[src/design/dwc3_pkg.sv]
// shared types and constants of the 3x3 depthwise convolution stream core
package dwc3_pkg;

    localparam int MAX_SIZE_DEF  = 64;
    localparam int TAP_WIDTH_DEF = 4;
    localparam int CHANNELS      = 3;
    localparam int KERNEL_TAPS   = 9;
    localparam int NUM_EMIT      = 4;

    localparam int PIX_W      = 8;
    localparam int PIX3_W     = CHANNELS * PIX_W;
    localparam int SIZE_W     = 7;
    localparam int POS_W      = 6;
    localparam int OUT_W      = 16;
    localparam int OUT_PAD_W  = 4;
    localparam int OUT_DATA_W = CHANNELS * OUT_W + 2 * POS_W + OUT_PAD_W;
    localparam int CFG_IDX_W  = 2;

    localparam logic [SIZE_W-1:0] SIZE_RESET = 7'd5;
    localparam logic [SIZE_W-1:0] SIZE_MIN   = 7'd3;

    // configuration register indexes
    localparam logic [CFG_IDX_W-1:0] REG_IMAGE_SIZE = 2'd0;
    localparam logic [CFG_IDX_W-1:0] REG_KERNEL_CH0 = 2'd1;
    localparam logic [CFG_IDX_W-1:0] REG_KERNEL_CH1 = 2'd2;
    localparam logic [CFG_IDX_W-1:0] REG_KERNEL_CH2 = 2'd3;

    // which border windows a pixel releases, and their positions
    // mask bit 0: (row_a, col_a), 1: (row_a, col_b), 2: (row_b, col_a), 3: (row_b, col_b)
    typedef struct packed {
        logic [NUM_EMIT-1:0] mask;
        logic [POS_W-1:0]    row_a;
        logic [POS_W-1:0]    row_b;
        logic [POS_W-1:0]    col_a;
        logic [POS_W-1:0]    col_b;
    } emit_ctrl_t;

    typedef logic [NUM_EMIT-1:0][OUT_W-1:0] lane_sums_t;

endpackage

[src/design/dwc3_lane.sv]
// one channel lane: registered tap products and the four window sums
module dwc3_lane
    import dwc3_pkg::*;
#(
    parameter int TAP_WIDTH = TAP_WIDTH_DEF
)
(
    input  logic                                 clk,
    input  logic                                 en,
    input  logic [KERNEL_TAPS-1:0][PIX_W-1:0]    win,
    input  logic [KERNEL_TAPS*TAP_WIDTH-1:0]     kernel,
    output lane_sums_t                           sums
);

    localparam int PW = TAP_WIDTH + PIX_W + 1;
    localparam int SW = PW + 4;

    logic signed [PW-1:0] full_reg   [9];
    logic signed [PW-1:0] right_reg  [6];
    logic signed [PW-1:0] down_reg   [6];
    logic signed [PW-1:0] corner_reg [4];

    function automatic logic signed [PW-1:0] mul_tap(input logic [PIX_W-1:0] px,
                                                     input logic [TAP_WIDTH-1:0] tap);
        logic signed [PW-1:0] a;
        logic signed [PW-1:0] b;
        a = $signed({{(PW-PIX_W){1'b0}}, px});
        b = PW'($signed(tap));
        return a * b;
    endfunction

    // windows shifted right or down see zero padding in the missing column or row
    always_ff @(posedge clk)
    begin
        if (en)
        begin
            for (int m = 0; m < 3; m++)
            begin
                for (int n = 0; n < 3; n++)
                begin
                    full_reg[m*3+n] <= mul_tap(win[m*3+n],
                                               kernel[TAP_WIDTH*(m*3+n) +: TAP_WIDTH]);
                end
            end
            for (int m = 0; m < 3; m++)
            begin
                for (int n = 0; n < 2; n++)
                begin
                    right_reg[m*2+n] <= mul_tap(win[m*3+n+1],
                                                kernel[TAP_WIDTH*(m*3+n) +: TAP_WIDTH]);
                end
            end
            for (int m = 0; m < 2; m++)
            begin
                for (int n = 0; n < 3; n++)
                begin
                    down_reg[m*3+n] <= mul_tap(win[(m+1)*3+n],
                                               kernel[TAP_WIDTH*(m*3+n) +: TAP_WIDTH]);
                end
            end
            for (int m = 0; m < 2; m++)
            begin
                for (int n = 0; n < 2; n++)
                begin
                    corner_reg[m*2+n] <= mul_tap(win[(m+1)*3+n+1],
                                                 kernel[TAP_WIDTH*(m*3+n) +: TAP_WIDTH]);
                end
            end
        end
    end

    always_comb
    begin
        logic signed [SW-1:0] acc_full;
        logic signed [SW-1:0] acc_right;
        logic signed [SW-1:0] acc_down;
        logic signed [SW-1:0] acc_corner;
        acc_full   = '0;
        acc_right  = '0;
        acc_down   = '0;
        acc_corner = '0;
        for (int t = 0; t < 9; t++)
        begin
            acc_full = acc_full + SW'(full_reg[t]);
        end
        for (int t = 0; t < 6; t++)
        begin
            acc_right = acc_right + SW'(right_reg[t]);
            acc_down  = acc_down + SW'(down_reg[t]);
        end
        for (int t = 0; t < 4; t++)
        begin
            acc_corner = acc_corner + SW'(corner_reg[t]);
        end
        sums[0] = acc_full[OUT_W-1:0];
        sums[1] = acc_right[OUT_W-1:0];
        sums[2] = acc_down[OUT_W-1:0];
        sums[3] = acc_corner[OUT_W-1:0];
    end

endmodule

[config.mk]
export PLATFORM = sky130hd
export DESIGN_NAME = dwc3_lane
export DESIGN_NICKNAME = d
export VERILOG_FILES = /design/src/design/dwc3_pkg.sv /design/src/design/dwc3_lane.sv
export SDC_FILE = /design/constraint.sdc
export NUM_CORES = 2
export LEC_CHECK = 0
export ABC_AREA = 1
export BUFFER_PORTS_ARGS = -buffer_cell sky130_fd_sc_hd__clkbuf_2
export CAP_MARGIN = 20
export CORE_ASPECT_RATIO = 1.25
export CORE_MARGIN = 5
export CORE_UTILIZATION = 55
export CTS_CLUSTER_SIZE = 16
export DETAILED_ROUTE_END_ITERATION = 16
export GPL_TIMING_DRIVEN = 1
export PLACE_DENSITY = 0.76
export SLEW_MARGIN = 15
export SYNTH_ARGS = -nofsm -noshare
export SYNTH_HDL_FRONTEND = slang
export SYNTH_SLANG_ARGS = --single-unit
[constraint.sdc]
create_clock -name clk -period 4.8 [get_ports clk]
set_input_delay 0.72 -clock clk [delete_from_list [all_inputs] [get_ports clk]]
set_output_delay 0.72 -clock clk [all_outputs]
set_load 0.05 [all_outputs]
# Word-level counts from Yosys, hierarchy flattened
# Memory sizes are Yosys's and may differ from the RTL's.
# Cells that the tools add are included.
# op_classes
mul	25
add_sub_neg	21
muxes	2
# ops
operator	n
multiplier 9 x 4 -> 13 bit	25
adder 16 x 13 -> 16 bit	9
adder 15 x 13 -> 16 bit	4
adder 14 x 13 -> 15 bit	4
adder 13 x 13 -> 14 bit	4
two-way mux 1 bit	2
# word_totals
elab_cells	52
in_bits	110
mem_bits_rw	325
out_inout_bits	64
memories	4
regBits	0
# mem_list
name	words	word_bits	read_ports	rd_clocked_by_memory_dff	wr	line	source
full_reg	9	13	9	0	9	dwc3_lane.sv:18	logic signed [PW-1:0] full_reg [9];
down_reg	6	13	6	0	6	dwc3_lane.sv:20	logic signed [PW-1:0] down_reg [6];
right_reg	6	13	6	0	6	dwc3_lane.sv:19	logic signed [PW-1:0] right_reg [6];
corner_reg	4	13	4	0	4	dwc3_lane.sv:21	logic signed [PW-1:0] corner_reg [4];

# Logic depth before layout (Yosys ltp)
# depth
word_depth	8
ltp_mapped	18
ltp_nobuf	17

# Worst setup path before layout
# OpenSTA, ideal clock, no wires.
# synth_timing
path_kind	reg2out
start	memory full_reg[0][80] in the netlist's numbering
end	output port sums[6] in the netlist's numbering
n_path_buf	0
t_required_ns	4.080
slack_ns	-0.068
stages_incl_launch_ff	12
arrival_ns	4.148
cell_sequence	edfxtp_1 -> fa_1 -> fa_1 -> fa_1 -> inv_1 -> fa_1 -> inv_1 -> ha_1 -> fa_1 -> nand3_1 -> nand3_1 -> xor2_1
# synth_lines
item	line	source
from (decl)	dwc3_lane.sv:18	
to (decl)	dwc3_lane.sv:12	output lane_sums_t sums

==> impl_metrics.tcl <==
set metrics [dict create \
    grt_pass1_wl_mm 196.4 \
    finalSetupViolCount 13 \
    rsz0062_at_grt "yes" \
    viasPerCell 5.230 \
    chipHeight_um 336.0 \
    cts-hold-fix-buffers 0 \
    grt_max_degree 112 \
    hold_viol 0 \
    route.detailed.drc 0 \
    dpl.hpwl_mm 102.7 \
    clk_path_buf_depth 3 \
    clkTransAtPathRegs_ps 70 \
    syn_avg_cell_area_um2 8.235 \
    fmax_mhz 193.1 \
    holdPathEnd "full_reg[0][0]" \
    drt-pass1-iter-count 6 \
    area_growth_pct 10.13 \
    grt_overflow 0 \
    htreeDepth 2 \
    cts_tree "done" \
    synthTopCellsByArea "fa_1 (24%), edfxtp_1 (21%), ha_1 (18%), nand2_1 (12%), inv_1 (12%)" \
    violations "negative setup slack" \
    crit_type "flop to output pin" \
    drive_above_1_share 0.08384 \
    min_from "win[0]" \
    nNetsFinal 7210 \
    wl_mm 123.8 \
    min_path_cells 3 \
    slew_headroom 0.3148 \
    drv_slew 0 \
    outcome "finished, violations left" \
    core_um2 84270 \
    synthesis.nets 7025 \
    end_kind "output pin" \
    tightest_slew_ps 1028 \
    fin_setup_tns_ps -3490 \
    fp.dieArea_um2 90980 \
    cts-root-buf "clkbuf_16" \
    stdcell_count 7000 \
    synthCells 5678 \
    die_width_um 270.8 \
    cts.sinks 325 \
    synth_top_area_cell "fa_1" \
    ys_warn_count 0 \
    timing.final.crit_share 1.079 \
    period_needed_ps 5178 \
    numPortBuffers 173 \
    vias 36610 \
    cp-start-kind "flop" \
    antenna_left 0 \
    drt_iter0_markers 2569 \
    largest_reg_flops 117 \
    synth_top_area_share 0.2368 \
    rows 119 \
    path_max_fanout 4 \
    worstPathRequired_ps 4080 \
    ys_types 33 \
    cts_made_buffers 37 \
    worstHoldPathType "input pin to flop" \
    grt_pass1_vias 37310 \
    grt_usage 0.2753 \
    synth_seq_cells 325 \
    io_pins 174 \
    arrival_ps 4460 \
    antenna_found_initial 24 \
    wl_per_cell_um 17.69 \
    place_congestion 0.9857 \
    seq_area_frac_synth 0.2087 \
    finalWorstSetupSlack_ps -378.0 \
    placed_cells 6904 \
    maxCapViolCount 0 \
    fin_util 0.6110 \
    initial_core_util 0.5548 \
    synth.cell_area_um2 46760 \
]
[kinds of logic after synthesis]
family / count (synthesis) / synth area share
AOI/OAI and AO/OA: 243 / 0.03045
xor gates and xnor gates: 183 / 0.03428
adders and majority gates: 1237 / 0.4198
buffers and inverters: 1604 / 0.1296
DFF: 325 / 0.2087
and+or+nand+nor: 2086 / 0.1772
[routing by layer]
layer | up-vias | GRT usage | share of wire
li1 | 17480 | - | -
met1 | 17630 | 0.3384 | 0.38
met2 | 1177 | 0.4565 | 0.47
met3 | 316 | 0.05395 | 0.081
met4 | 6 | 0.1571 | 0.069
met5 | - | 0 | 0.00036
[repair_timing]
item | 4_1_cts | 5_1_grt
pin swaps | 21 | 30
setup endpoints to repair | 27 | 34
gates resized for setup | 86 | 122
setup buffers | 4 | 6
endpoints found under the hold margin | 0 | 0
[worst max-delay path: stages (launching register included)]
cell and delay (ps):
edfxtp_1 400, fa_1 590, fa_1 450, fa_1 570, inv_1 60, fa_1 540
inv_2 70, fa_2 410, nand3_2 100, nand3_4 120, a21oi_4 210, xnor2_2 160
buf_12 170
[cells in the mapped netlist]
master,count
nand2_1,1545
inv_1,1465
ha_1,684
fa_1,553
edfxtp_1,325
nor2_1,283
nand3_1,174
a21oi_1,160
xor2_1,117
clkbuf_1,101
xnor2_1,66
nand4_1,50
buf_2,26
o21ai_2,25
o21bai_1,19
o21ai_0,13
a21o_1,12
or2_2,10
nand2_2,7
o21a_1,7
inv_2,5
nor2_2,5
nor3_2,5
clkbuf_2,4
a21boi_0,3
a21oi_2,3
or2_0,3
clkinv_1,2
nand3_2,2
buf_1,1
nand2b_1,1
nand3b_1,1
o21ai_1,1
[cell type report]
class	instances	area, um2
Clock buffer	46	980.9
Sequential cell	325	9759
Tap cell	1089	1363
Fill cell	7237	32780
Clock inverter	22	309.0
Multi-Input combinational cell	3749	31550
Antenna cell	19	47.55
Timing Repair Buffer	278	1956
Inverter	1472	5525
[metrics by stage]
stage | instance area [um2] | hold slack, ps | setup WS, ps
floorplan | 46770 | 832.5 | 24.59
global placement | 49290 | 1115 | -16.56
detailed placement | 49290 | 1124 | -37.83
CTS | 51030 | 499.6 | -355.9
global route | 51480 | 536.5 | -496.0
finish | 51490 | 522.9 | -378.0
[worst max-delay path by stage]
stage / start / to / slack, ps / cells past startpoint
CTS: full_reg[0][107] / sums[8] / -360 / 12
global placement: full_reg[0][80] / sums[8] / -20 / 13
floorplan: full_reg[0][80] / sums[8] / 20 / 12
detailed placement: full_reg[0][80] / sums[8] / -40 / 13
global route: full_reg[0][106] / sums[8] / -500 / 13
finish: full_reg[0][107] / sums[8] / -380 / 12
[cell usage in the layout (no fill, tap or decap), types with 12 or more instances in the layout]
cell type	count
nand2_1	1524
inv_1	1456
ha_1	658
fa_1	545
edfxtp_1	325
nor2_1	275
nand3_1	163
a21oi_1	154
clkbuf_2	139
xor2_1	113
buf_4	106
xnor2_1	61
nand4_1	50
clkbuf_16	38
nand2_2	28
o21ai_2	26
diode_2	19
o21bai_1	19
ha_4	19
inv_2	14
o21ai_0	13
a21o_1	12
buf_8	12
Power is not shown: default switching activity piles up to over one toggle a cycle in this logic, so the estimate is an artifact.
