## src/design/dwc3_pkg.sv

```systemverilog
// shared types and constants of the 3x3 depthwise convolution stream core
package dwc3_pkg;

    localparam int MAX_SIZE_DEF  = 64;
    localparam int TAP_WIDTH_DEF = 4;
    localparam int CHANNELS      = 3;
    localparam int KERNEL_TAPS   = 9;
    localparam int NUM_EMIT      = 4;

    localparam int PIX_W      = 8;
    localparam int PIX3_W     = CHANNELS * PIX_W;
    localparam int SIZE_W     = 7;
    localparam int POS_W      = 6;
    localparam int OUT_W      = 16;
    localparam int OUT_PAD_W  = 4;
    localparam int OUT_DATA_W = CHANNELS * OUT_W + 2 * POS_W + OUT_PAD_W;
    localparam int CFG_IDX_W  = 2;

    localparam logic [SIZE_W-1:0] SIZE_RESET = 7'd5;
    localparam logic [SIZE_W-1:0] SIZE_MIN   = 7'd3;

    // configuration register indexes
    localparam logic [CFG_IDX_W-1:0] REG_IMAGE_SIZE = 2'd0;
    localparam logic [CFG_IDX_W-1:0] REG_KERNEL_CH0 = 2'd1;
    localparam logic [CFG_IDX_W-1:0] REG_KERNEL_CH1 = 2'd2;
    localparam logic [CFG_IDX_W-1:0] REG_KERNEL_CH2 = 2'd3;

    // which border windows a pixel releases, and their positions
    // mask bit 0: (row_a, col_a), 1: (row_a, col_b), 2: (row_b, col_a), 3: (row_b, col_b)
    typedef struct packed {
        logic [NUM_EMIT-1:0] mask;
        logic [POS_W-1:0]    row_a;
        logic [POS_W-1:0]    row_b;
        logic [POS_W-1:0]    col_a;
        logic [POS_W-1:0]    col_b;
    } emit_ctrl_t;

    typedef logic [NUM_EMIT-1:0][OUT_W-1:0] lane_sums_t;

endpackage

```

## src/design/dwc3_linebuf.sv

```systemverilog
// two line buffer memories with a registered read port and a clearing sweep after reset
module dwc3_linebuf
    import dwc3_pkg::*;
#(
    parameter int MAX_SIZE = MAX_SIZE_DEF
)
(
    input  logic                          clk,
    input  logic                          rst_n,
    input  logic                          wr_en,
    input  logic [$clog2(MAX_SIZE)-1:0]   wr_addr,
    input  logic [PIX3_W-1:0]             wr_upper,
    input  logic [PIX3_W-1:0]             wr_middle,
    input  logic [$clog2(MAX_SIZE)-1:0]   rd_addr,
    output logic [PIX3_W-1:0]             rd_upper,
    output logic [PIX3_W-1:0]             rd_middle,
    output logic                          busy
);

    localparam int ADDR_W = $clog2(MAX_SIZE);
    localparam logic [ADDR_W-1:0] LAST_ADDR = ADDR_W'(MAX_SIZE - 1);

    logic [PIX3_W-1:0] upper_mem [MAX_SIZE];
    logic [PIX3_W-1:0] middle_mem [MAX_SIZE];

    logic              clearing_reg;
    logic              clearing_next;
    logic [ADDR_W-1:0] clr_addr_reg;
    logic [ADDR_W-1:0] clr_addr_next;
    logic [PIX3_W-1:0] rd_upper_reg;
    logic [PIX3_W-1:0] rd_middle_reg;

    always_comb
    begin
        clearing_next = clearing_reg;
        clr_addr_next = clr_addr_reg;
        if (clearing_reg)
        begin
            clr_addr_next = clr_addr_reg + ADDR_W'(1);
            if (clr_addr_reg == LAST_ADDR)
            begin
                clearing_next = 1'b0;
            end
        end
    end

    always_ff @(posedge clk or negedge rst_n)
    begin
        if (!rst_n)
        begin
            clearing_reg <= 1'b1;
            clr_addr_reg <= '0;
        end
        else
        begin
            clearing_reg <= clearing_next;
            clr_addr_reg <= clr_addr_next;
        end
    end

    always_ff @(posedge clk)
    begin
        if (clearing_reg)
        begin
            upper_mem[clr_addr_reg]  <= '0;
            middle_mem[clr_addr_reg] <= '0;
        end
        else if (wr_en)
        begin
            upper_mem[wr_addr]  <= wr_upper;
            middle_mem[wr_addr] <= wr_middle;
        end
        rd_upper_reg  <= upper_mem[rd_addr];
        rd_middle_reg <= middle_mem[rd_addr];
    end

    assign rd_upper  = rd_upper_reg;
    assign rd_middle = rd_middle_reg;
    assign busy      = clearing_reg;

endmodule

```

## config.mk

```make
export PLATFORM = sky130hd
export DESIGN_NAME = dwc3_linebuf
export DESIGN_NICKNAME = d
export VERILOG_FILES = /design/src/design/dwc3_pkg.sv /design/src/design/dwc3_linebuf.sv
export SDC_FILE = /design/constraint.sdc
export NUM_CORES = 2
export LEC_CHECK = 0
export ABC_AREA = 1
export BUFFER_PORTS_ARGS = -buffer_cell sky130_fd_sc_hd__buf_2
export CAP_MARGIN = 0
export CORE_MARGIN = 2
export CORE_UTILIZATION = 35
export DETAILED_ROUTE_END_ITERATION = 8
export SYNTH_ARGS = -nofsm -noshare
export SYNTH_HDL_FRONTEND = slang
export SYNTH_SLANG_ARGS = --single-unit
export TNS_END_PERCENT = 1
```

## constraint.sdc

```tcl
create_clock -name clk -period 4.5 [get_ports clk]
set_clock_uncertainty 0.1 [all_clocks]
set_input_delay 0.225 -clock clk [delete_from_list [all_inputs] [get_ports clk]]
set_output_delay 0.225 -clock clk [all_outputs]
set_load 0.01 [all_outputs]
```

# Word level (Yosys, flattened, before mapping)
# Memories as Yosys holds them, arrays and structs flattened. A register that Yosys moved wholly into a read port is not among the register bits.
# Cells that the tools add are included.
[classes]
addsub = 1
eq_ne = 1
mux = 13
reduce_logical = 2
[op_table]
columns = ["operator", "count"]
rows = [
  ["24-bit two-way mux", 2],
  ["24-bit OR reduction", 2],
  ["6-bit two-way mux", 2],
  ["1-bit two-way mux", 9],
  ["6-bit by 1-bit adder with 6-bit output, second input constant", 1],
  ["6-bit == test, second input constant", 1],
]
[word_totals]
reg_bits = 7
mem_bits_rw = 3072
out_inout_bits = 49
mem_count = 2
[mem_list]
columns = ["name", "depth", "width", "read_ports", "rd_ports_with_merged_regs", "write_ports", "line_no", "source"]
rows = [
  ["middle_mem", 64, 24, 1, 1, 1, "dwc3_linebuf.sv:24", "logic [PIX3_W-1:0] middle_mem [MAX_SIZE];"],
  ["upper_mem", 64, 24, 1, 1, 1, "dwc3_linebuf.sv:23", "logic [PIX3_W-1:0] upper_mem [MAX_SIZE];"],
]

# Longest topological paths before layout
[depth]
depth_word = 5
mapped_depth = 13
ltp_nobuf = 9

# Worst setup path after synthesis
# OpenSTA, ideal clock, no wires.
[synth_path]
path_kind = "reg2reg"
from = "reg clearing_reg, in the netlist busy"
to = "mem middle_mem[2][0] in the netlist's numbering, enable pin"
t_arrival_ps = 3444
setup_slack_ps = 502
stages_incl_launch_ff = 10
path_buffers = 1
synth_period_minus_slack_ps = 3998
cell_sequence = "dfstp_2 > inv_2 > nand2_2 > buf_6 > nand2_1 > o21ai_2 > inv_1 > nor2_1 > nand2_1 > nor2_1"
[synth_via]
elab_chain_len = 4
word_cells_on_any_way = 7
[synth_lines]
columns = ["element", "line_no", "source"]
rows = [
  ["start: declaration", "dwc3_linebuf.sv:26", "logic clearing_reg;"],
  ["start signal: assignment", "dwc3_linebuf.sv:56", "clearing_reg <= clearing_next;"],
  ["1-bit two-way mux", "dwc3_linebuf.sv:63", "if (clearing_reg)"],
  ["1-bit two-way mux (implied by the code)", "dwc3_linebuf.sv:71", "middle_mem[wr_addr] <= wr_middle;"],
  ["24-bit OR reduction (no line)", "-", ""],
  ["6-bit two-way mux (no line) or 1-bit two-way mux (tied branches)", "-", ""],
  ["end: declaration", "dwc3_linebuf.sv:24", ""],
]
# Several ways; a longest one is shown, not always the timed one.

# Worst setup path after layout
[layout_path]
from = "reg clearing_reg, in the netlist busy"
to = "mem middle_mem[32][11] in the netlist's numbering, enable pin"
# The elaborated chain is that of the path after synthesis.

==> flow_metrics.tcl <==
set metrics [dict create \
    outcome "completed" \
    synth_edf_count 3072 \
    drt_iter0_markers 11200 \
    design_area_mm2 0.143 \
    grt_max_degree 154 \
    crit_arrival_ps 3900 \
    grt_pass1_wl_um 549000 \
    placedInstanceArea_mm2 0.132 \
    synth_flop_cell "edfxtp_1" \
    wl_per_cell_um 24.8 \
    drive_above_1_share 0.0936 \
    gr-usage-all-layers 0.205 \
    period_needed_ps 3510 \
    die_w_um 601 \
    synth.area.top_cells "edfxtp_1 74%, nand3_1 11%, nand2_1 10%" \
    fin_setup_tns_ps 0 \
    critical_path_class "reg2reg" \
    io_pins 112 \
    slew_viol_final 0 \
    htreeDepth 5 \
    path_max_fanout 21 \
    syn_inst 10300 \
    synth_seq_area_share 0.748 \
    synth_top_area_share 0.739 \
    drcViolationCount 0 \
    drt_pass1_iterations 6 \
    clk_pin_slew_ps 60 \
    viasPerCell 5.32 \
    grt_antenna_before_repair 15 \
    rsz0062_at_grt "no" \
    dieHeight_um 601 \
    cts_buffers 335 \
    ys_seq_elements 3127 \
    highest_layer "met5" \
    final_nets 10500 \
    peakVddDrop_mv 0.326 \
    timing.fmax_mhz 285 \
    gr-total-overflow 0 \
    start_util 0.351 \
    cts.sinks 3127 \
    avgSynthCellArea_um2 12.2 \
    dp_hpwl_um 219000 \
    cellLeakagePower_nw 52.2 \
    hp-class "in2reg" \
    synth_most_common_cell "nand2_1" \
    cp.required_ps 4890 \
    rows 219 \
    wl_met2_um 181000 \
    p_total_mw 62.2 \
    yosysWarnings 0 \
    die_area_mm2 0.361 \
    top_regs "middle_mem x1536, upper_mem x1536" \
    maxCapViolCount 0 \
    post-route-period-util 0.780 \
    cp-start-kind "flip-flop" \
    yosys-top-cells-count "3418 x nand2_1, 3072 x edfxtp_1, 2838 x nand3_1" \
    first_global_vias 77200 \
    clk_latency_ps 880 \
    finalHoldViolCount 0 \
    relSlewSlack 0.204 \
    drt_wl_total_um 382000 \
    cts_tree "yes" \
    cts-root-buf "clkbuf_16" \
    endpoint_kind "flip-flop" \
    area_growth_pct 14.5 \
    power_density_mw_per_mm2 436 \
    syn_nets 10300 \
    port_buffers 111 \
    worst_slew_pin_slew_ps 1190 \
    netlist_area_mm2 0.125 \
    core_mm2 0.355 \
    wl_met1_um 154000 \
    yosysTopAreaCell "edfxtp_1" \
    fin_cells 15400 \
    synth-async-reset-ratio 0.00224 \
    gp_congestion 0.864 \
    ant_nets 0 \
    synth_cell_type_count 27 \
    place_inst 14800 \
    clockBufferDepth 4 \
    final-setup-viol-count 0 \
    wl_met3_um 31500 \
    vias 82000 \
]
worst max-delay path, stage by stage (launching register included):
cell	delay, ps
dfstp_2	600
inv_2	100
nand2_8	260
buf_4	390
o21ai_1	200
inv_1	160
nand4_1	100
buf_4	240
nor2_4	520
buf_4	410
placed cells by master (no fill, tap or decap), types with 4 or more instances in the layout:
| cell type | count |
|---|---|
| clkbuf_16 | 338 |
| diode_2 | 5 |
| clkinv_8 | 4 |
| buf_4 | 243 |
| dfrtp_1 | 6 |
| nand3_1 | 2838 |
| o21ai_2 | 4 |
| nor2_4 | 112 |
| dfxtp_1 | 48 |
| inv_1 | 63 |
| buf_8 | 4 |
| clkbuf_8 | 11 |
| clkinv_16 | 4 |
| dlygate4sd3_1 | 23 |
| inv_16 | 7 |
| edfxtp_1 | 3072 |
| nor2_1 | 6 |
| clkbuf_1 | 89 |
| nand2_1 | 3418 |
| clkinv_1 | 73 |
| clkinv_2 | 45 |
| bufinv_16 | 17 |
| nand4_1 | 8 |
| buf_2 | 105 |
| buf_12 | 87 |
| xor2_1 | 4 |
layer usage:
layer / up-vias / global-route usage
li1: 36700 / -
met1: 40800 / 0.278
met2: 3801 / 0.333
met3: 679 / 0.0297
met4: 4 / 0.0770
met5: - / 0
final timing paths:
path / start / endpoint / slack [ps] / cells past startpoint
max: busy / middle_mem[32][11] / 990 / 9
min: wr_upper[0] / upper_mem[55][0] / 40 / 4
max reg2reg: busy / middle_mem[32][11] / 990 / 9
min reg2reg: clr_addr_reg[3] / clr_addr_reg[3] / 390 / 1
max in group asynchronous: rst_n / busy / 3800 / 3
min in group asynchronous: rst_n / clr_addr_reg[1] / 200 / 3
cell type report:
class / instances / area (um2)
clock buffers: 438 / 8940
flip-flops and latches: 3127 / 93400
inverters: 70 / 309
repair buffers: 463 / 4390
fillers: 33000 / 213000
diodes: 5 / 12.5
well taps: 4751 / 5940
clock inverters: 155 / 1360
multi-input cells: 6399 / 28500
repair_timing:
| item | in CTS | in global routing |
|---|---|---|
| endpoints found under the hold margin | 432 | 1 |
| hold buffers | 22 | 1 |
| buffers inserted | 0 | 0 |
| gates resized for setup | 0 | 0 |
power by group:
part	internal [mW]	total (mW)	leakage [nW]	switching [mW]
Clock	15.0	26.3	5.03	11.3
Combinational	0.857	3.74	14.7	2.88
Sequential	32.1	32.2	32.4	0.0965
Total	47.9	62.2	52.2	14.3
kinds of logic after synthesis:
| group | synth area share |
|---|---|
| XOR/XNOR | 0.000281 |
| AND/OR/NAND/NOR | 0.221 |
| buffers and inverters | 0.0303 |
| flip-flops | 0.748 |
| AO/OA/AOI/OAI | 0.000481 |
| adder cells (fa/ha/maj) | 0.000100 |
metrics by stage:
stage,setup slack [ps],hold slack [ps],utilization
finish,990,44.2,0.402
CTS,1040,2.78,0.402
detailed placement,1110,-30.6,0.372
global placement,1030,-29.3,0.372
global route,885,50.5,0.402
floorplan,502,-171,-
(Power assumes the default switching activity.)
