## src/design/dwc3_pkg.sv

```systemverilog
// shared types and constants of the 3x3 depthwise convolution stream core
package dwc3_pkg;

    localparam int MAX_SIZE_DEF  = 64;
    localparam int TAP_WIDTH_DEF = 4;
    localparam int CHANNELS      = 3;
    localparam int KERNEL_TAPS   = 9;
    localparam int NUM_EMIT      = 4;

    localparam int PIX_W      = 8;
    localparam int PIX3_W     = CHANNELS * PIX_W;
    localparam int SIZE_W     = 7;
    localparam int POS_W      = 6;
    localparam int OUT_W      = 16;
    localparam int OUT_PAD_W  = 4;
    localparam int OUT_DATA_W = CHANNELS * OUT_W + 2 * POS_W + OUT_PAD_W;
    localparam int CFG_IDX_W  = 2;

    localparam logic [SIZE_W-1:0] SIZE_RESET = 7'd5;
    localparam logic [SIZE_W-1:0] SIZE_MIN   = 7'd3;

    // configuration register indexes
    localparam logic [CFG_IDX_W-1:0] REG_IMAGE_SIZE = 2'd0;
    localparam logic [CFG_IDX_W-1:0] REG_KERNEL_CH0 = 2'd1;
    localparam logic [CFG_IDX_W-1:0] REG_KERNEL_CH1 = 2'd2;
    localparam logic [CFG_IDX_W-1:0] REG_KERNEL_CH2 = 2'd3;

    // which border windows a pixel releases, and their positions
    // mask bit 0: (row_a, col_a), 1: (row_a, col_b), 2: (row_b, col_a), 3: (row_b, col_b)
    typedef struct packed {
        logic [NUM_EMIT-1:0] mask;
        logic [POS_W-1:0]    row_a;
        logic [POS_W-1:0]    row_b;
        logic [POS_W-1:0]    col_a;
        logic [POS_W-1:0]    col_b;
    } emit_ctrl_t;

    typedef logic [NUM_EMIT-1:0][OUT_W-1:0] lane_sums_t;

endpackage

```

## src/design/dwc3_merge.sv

```systemverilog
// merging stage: holds the lane sums of one pixel and sends its results one per transfer
module dwc3_merge
    import dwc3_pkg::*;
(
    input  logic                        clk,
    input  logic                        rst_n,
    input  logic                        load,
    input  lane_sums_t [CHANNELS-1:0]   lane_sums,
    input  emit_ctrl_t                  ctrl,
    output logic                        can_load,
    output logic                        m_tvalid,
    input  logic                        m_tready,
    output logic [OUT_DATA_W-1:0]       m_tdata,
    output logic                        m_tlast,
    output logic                        m_tuser
);

    lane_sums_t [CHANNELS-1:0] sums_reg;
    emit_ctrl_t                ctrl_reg;
    logic [NUM_EMIT-1:0]       mask_reg;
    logic [NUM_EMIT-1:0]       mask_next;

    logic [1:0]                sel;
    logic [NUM_EMIT-1:0]       remaining;
    logic                      last;
    logic                      out_xfer;
    logic [POS_W-1:0]          out_row;
    logic [POS_W-1:0]          out_col;

    // lowest pending window first, which is raster order
    always_comb
    begin
        if (mask_reg[0])
        begin
            sel = 2'd0;
        end
        else if (mask_reg[1])
        begin
            sel = 2'd1;
        end
        else if (mask_reg[2])
        begin
            sel = 2'd2;
        end
        else
        begin
            sel = 2'd3;
        end
        remaining = mask_reg & ~(NUM_EMIT'(1) << sel);
    end

    assign last     = (remaining == '0);
    assign m_tvalid = (mask_reg != '0);
    assign out_xfer = m_tvalid && m_tready;
    assign can_load = !m_tvalid || (m_tready && last);

    assign out_row = sel[1] ? ctrl_reg.row_b : ctrl_reg.row_a;
    assign out_col = sel[0] ? ctrl_reg.col_b : ctrl_reg.col_a;

    assign m_tdata = {{OUT_PAD_W{1'b0}}, out_col, out_row,
                      sums_reg[2][sel], sums_reg[1][sel], sums_reg[0][sel]};
    assign m_tlast = last;
    // only the bottom-right window of the last pixel ends the frame
    assign m_tuser = (sel == 2'd3);

    always_comb
    begin
        mask_next = mask_reg;
        if (load)
        begin
            mask_next = ctrl.mask;
        end
        else if (out_xfer)
        begin
            mask_next = remaining;
        end
    end

    always_ff @(posedge clk or negedge rst_n)
    begin
        if (!rst_n)
        begin
            mask_reg <= '0;
        end
        else
        begin
            mask_reg <= mask_next;
        end
    end

    always_ff @(posedge clk)
    begin
        if (load)
        begin
            sums_reg <= lane_sums;
            ctrl_reg <= ctrl;
        end
    end

endmodule
```

## config.mk

```make
export PLATFORM = sky130hd
export DESIGN_NAME = dwc3_merge
export DESIGN_NICKNAME = d
export VERILOG_FILES = /design/src/design/dwc3_pkg.sv /design/src/design/dwc3_merge.sv
export SDC_FILE = /design/constraint.sdc
export NUM_CORES = 1
export LEC_CHECK = 0
export ABC_AREA = 1
export BUFFER_PORTS_ARGS = -buffer_cell sky130_fd_sc_hd__buf_2
export CORE_UTILIZATION = 50
export DETAILED_ROUTE_END_ITERATION = 12
export PLACE_DENSITY = 0.88
export SLEW_MARGIN = 10
export SYNTH_ARGS = -nofsm -noshare
export SYNTH_HDL_FRONTEND = slang
export SYNTH_SLANG_ARGS = --single-unit
```

## constraint.sdc

```tcl
create_clock -name clk -period 3.03 [get_ports clk]
set_input_delay 0.4545 -clock clk [delete_from_list [all_inputs] [get_ports clk]]
set_output_delay 0.4545 -clock clk [all_outputs]
set_load 0.01 [all_outputs]
```

[Word level (Yosys, flattened, before mapping)]
Index checks and enable logic that the tools add are counted.
Word-level totals
  register bits: 220
  input bits: 224
  output and inout port bits: 68
  word-level logic and storage cells: 42
Operators by class
  order comparisons: 1
  equal/unequal tests: 1
  shifts and indexed selects: 1
  muxes and demuxes: 13
  bitwise logic cells: 2
  reductions and logical operators: 7
Operators by type and width (count)
  $bmux 16 s2: 3
  $mux 16: 3
  $mux 6: 2
  $mux 4: 2
  $and 4x4->4: 1
  $logic_not 4->1: 1
  $mux 2: 2
  $not 4->4: 1
  $reduce_bool 4->1: 1
  $shl 1x2->4 const A: 1
  $lt 2x3->1 const B: 1
  $eq 2x2->1 const B: 1
  $logic_and 1x1->1: 2
  $reduce_bool 2->1: 1
  $logic_not 1->1: 1
  $logic_or 1x1->1: 1
  $mux 1: 1

[Logic depth before layout (Yosys ltp)]
  depth after elaboration: 9
  mapped depth: 8
  gate-level depth less buffers: 6

[Least setup slack after synthesis]
OpenSTA, ideal clock, no wires.
  path type: flip-flop to output port
  start: register mask_reg[0]
  end: output m_tdata[0]
  data arrival time: 1.134 ns
  required time: 2.575 ns
  setup slack: 1.441 ns
  cell stages (with the launch flop): 9
  buffers on the path: 3
  cell sequence: dfrtp_1 -> buf_6 -> inv_4 -> nand2_4 -> nor2_4 -> buf_6 -> buf_6 -> nand2_1 -> nand3_1
On the way
  longest elaborated chain between the ends: 3
RTL lines
  from (decl): line dwc3_merge.sv:20  | logic [NUM_EMIT-1:0] mask_reg;
  from (signal assigned): line dwc3_merge.sv:87  | mask_reg <= mask_next;
  $mux 2: line dwc3_merge.sv:33  | if (mask_reg[0])
  $bmux 16 s2: line dwc3_merge.sv:61  | sums_reg[2][sel], sums_reg[1][sel], sums_reg[0][sel]};
  $mux 16 (not written as such): line dwc3_merge.sv:61
  to (decl): line dwc3_merge.sv:13  | output logic [OUT_DATA_W-1:0] m_tdata,
Every way passes these cells. The select of a mux whose other input is x is not followed.

[Worst setup path in the final report]
  start: register mask_reg[1]
  end: output m_tdata[21]
On the way
  longest elaborated chain between the ends: 4
RTL lines
  $mux 2: line dwc3_merge.sv:37  | else if (mask_reg[1])
  $mux 2: line dwc3_merge.sv:33
  $bmux 16 s2: line dwc3_merge.sv:61
  $mux 16 (not written as such): line dwc3_merge.sv:61
Every way passes these cells. The select of a mux whose other input is x is not followed.

==> results.md <==
* Int Power at 5.75 mW
* CTS Root Buffer Type: clkbuf_16
* Via/cell ratio at 5.06
* DRT met1 WL at 6790 um
* Share of cells above drive strength 1 at 37.0%
* Fraction of registers with async set/reset at under 10%
* Vias in the first global route at 5,820
* Post-synth EDFFs at 216
* Clk slew on worst S/H paths at 0.06 ns
* Crit. End Element: output pin
* Num CTS Buffers at 23
* Row cnt at 47
* Synthesized area per cell at 13.7 sq um
* CTS tree: done
* Wire per inst at 16.4 um
* Cell Pwr Density at 684 mW/mm^2
* Clock skew at 0.0105 ns
* Worst-Skew Late Latency at 0.50 ns
* Diodes inserted at 0
* Post-Syn Area at 0.00841 sq mm
* Worst Path Arrival at approximately 2.2 ns
* Status: finished, final reports clean
* Leakage power at 4.67 nW
* Hold Crit Start: lane_sums[5]
* Wire length on met2 at 9910 um
* Die area at 0.0174 sq mm
* Top cells by count, synth: edfxtp_1, nand2_1, inv_1
* RSZ-0062 raised after global routing: no
* Hold buffer count at CTS at 1
* IO buf count at 287
* Die height at roughly 130 um
* Most frequent cell after synthesis: edfxtp_1
* Slew @ Worst Pin at 0.678 ns
* Post-CTS resize count at 0
* Worst Path Max Fanout at 48
* Fmax at about 380 MHz
* Core area at about 0.017 sq mm
* First-pass GRT wire length at between 20,000 and 30,000 um
* Post-synthesis cell count at 613
* Nets at 1,137
* Area contributors post-synth: edfxtp_1, nand2_1, o21ai_0, nand3_1, a21oi_1
* Bufs and invs on worst path at 3
* Slew margin rel. at 54.8%
* WL met3 at 1660 um
* Comb pwr share at 11.5%
* Grt ovf at 0
* Initial antenna violation count at 0
* Min Tclk post-route at 2.62 ns
* Die width at between 100 and 150 um
* Reg2reg end: mask_reg[0]
* Clock share of power at 38.8%
* Area leader, netlist: edfxtp_1
* Max layer used: met4
* Crit path kind: flip-flop to output pin
* Ports at 292
* Largest net degree at the start of global routing at 85
* Postcts setup bufs at 0
* Synth Flop Type: edfxtp_1
* Sequential power share at between 40% and 50%
* Final setup fails at 0
* Final period util at 86.3%
* Clock sink count at 220
* Largest register FFs at around 190
* CP max stage cell: buf_4
* CP startpoint kind: flip-flop
* Yosys cell types at 22
* Pins Over Slew Limit at 0
* DR pass1 iterations at 5
* Seq/Total Area, Yosys at between 70% and 80%
* Drt drc at 0
* Hold path depth at 1
* CTS H-tree depth at 1
* Dpl hpwl at 12,600 um
* Max rail drop VDD at 576 uV
* CP top delay family: buffers and inverters
* Net Sw Power at around 1.7 mW
* MaxCap Viol Count at 0
* Post-Place Cells at between 1,000 and 1,500
* Post-Route WL at 18,900 um
* Hold Violations, Final at 0
* FF-to-FF Start: mask_reg[1]
* Syn. warnings at 0
* Synth top area share at between 70% and 80%
* GP Congestion at 0.811
* Via count at 5,818
* Initial Utilization at approximately half
* #FFs+latches synth at 220
* Total GRT Usage at 21.4%
* R2R depth at 6
* Sw Share at 22.5%
* Non-filler instance count after layout at 1,150
* Critical path data required time at ~2.6 ns
* Routed Antenna Nets at 0
* Hold Path Sink: sums_reg[5]
* Total negative setup slack at 0 ns
* Critical Path, Cell by Cell: inv_2, nand2_4, nor2_4, buf_4, nand2_1, nand3_1, buf_2
* CP max stage delay at 0.50 ns
* Internal reg-to-reg setup slack at roughly 1.5 ns
* Clk buf depth at 3
* Iter 0 DRT Violations at 393
* Area grow syn2layout at 28.8%
* Hold Crit Class: input pin to flip-flop
==> routing by layer <==
layer	global-route usage (%)	up-vias
li1	-	2756
met1	23.7	2718
met5	0	-
met4	9.88	0
met3	5.94	43
met2	38.1	301
==> kinds of logic (layout without fill, tap and decap cells) <==
group / after synthesis / after routing / synth area share [%]
buf+inv: 91 / 405 / 5.55
simple gates: 197 / 197 / 9.92
other cells: 1 / 4 / 0.0446
flops: 220 / 220 / 78.3
compound gates: 104 / 104 / 6.22
==> cell usage in the layout, fill, tap and decap left out <==
master	netlist	final
buf_2	8	286
edfxtp_1	216	216
nand2_1	136	136
inv_1	56	56
o21ai_0	55	55
nand3_1	52	52
a21oi_1	47	47
clkbuf_16	0	23
buf_4	6	14
clkbuf_1	5	7
conb_1	1	4
clkinv_2	0	4
bufinv_16	0	4
nor2_1	3	3
clkbuf_8	0	3
dfrtp_1	4	3
nor2_4	2	2
inv_2	2	2
nand4_1	2	2
buf_12	0	2
inv_4	1	1
nand2_4	1	1
and3_1	1	1
o211ai_1	1	1
o21ai_1	1	1
inv_6	0	1
clkinv_1	0	1
dlygate4sd3_1	0	1
dfrtp_2	0	1
==> worst max path at each step <==
stage / startpoint / cells past startpoint / endpoint
after floorplan: mask_reg[0] / 8 / m_tdata[0]
after global placement: mask_reg[0] / 7 / m_tdata[23]
after detailed placement: mask_reg[0] / 7 / m_tdata[21]
after CTS: mask_reg[0] / 7 / m_tdata[21]
after global routing: mask_reg[0] / 7 / m_tdata[30]
final: mask_reg[1] / 7 / m_tdata[21]
==> layout make-up <==
type	count	area, sq um
sequential	220	6590
multi-input combinational	305	1370
timing repair buffer	304	1600
tap	220	275
clock buffer	32	629
inverter	59	224
fill	1183	5680
clock inverter	10	153
==> through the flow <==
stage / cell area (sq um) / power [mW] / util (%) / setup WS, ns / hold slack, ns
3_5_place_dp: 10000 / 4.60 / 60.8 / 0.983 / 0.273
2_1_floorplan: 8430 / 4.16 / - / 1.44 / 0.159
6_report: 10800 / 7.41 / 65.6 / 0.415 / 0.126
5_1_grt: 10800 / 7.69 / 65.6 / 0.301 / 0.103
3_3_place_gp: 10000 / 4.56 / 60.8 / 1.04 / 0.271
4_1_cts: 10800 / 7.48 / 65.6 / 0.393 / 0.105
==> power by group through the flow <==
stage	Clock, mW	Combinational (mW)	Sequential, mW
after floorplan	0	0.435	3.72
after CTS	2.93	0.863	3.68
final	2.87	0.854	3.68
after global routing	3.05	0.937	3.70
after global placement	0	0.826	3.73
after detailed placement	0	0.852	3.74
==> worst reg2reg max path, delay by kind of cell (launching register included) <==
| family | cells | cell delay, ns |
|---|---|---|
| AO/OA/AOI/OAI | 1 | 0.15 |
| buffers and inverters | 1 | 0.34 |
| flip-flops | 1 | 0.45 |
| AND/OR/NAND/NOR | 4 | 0.51 |
(Power assumes the default switching activity.)
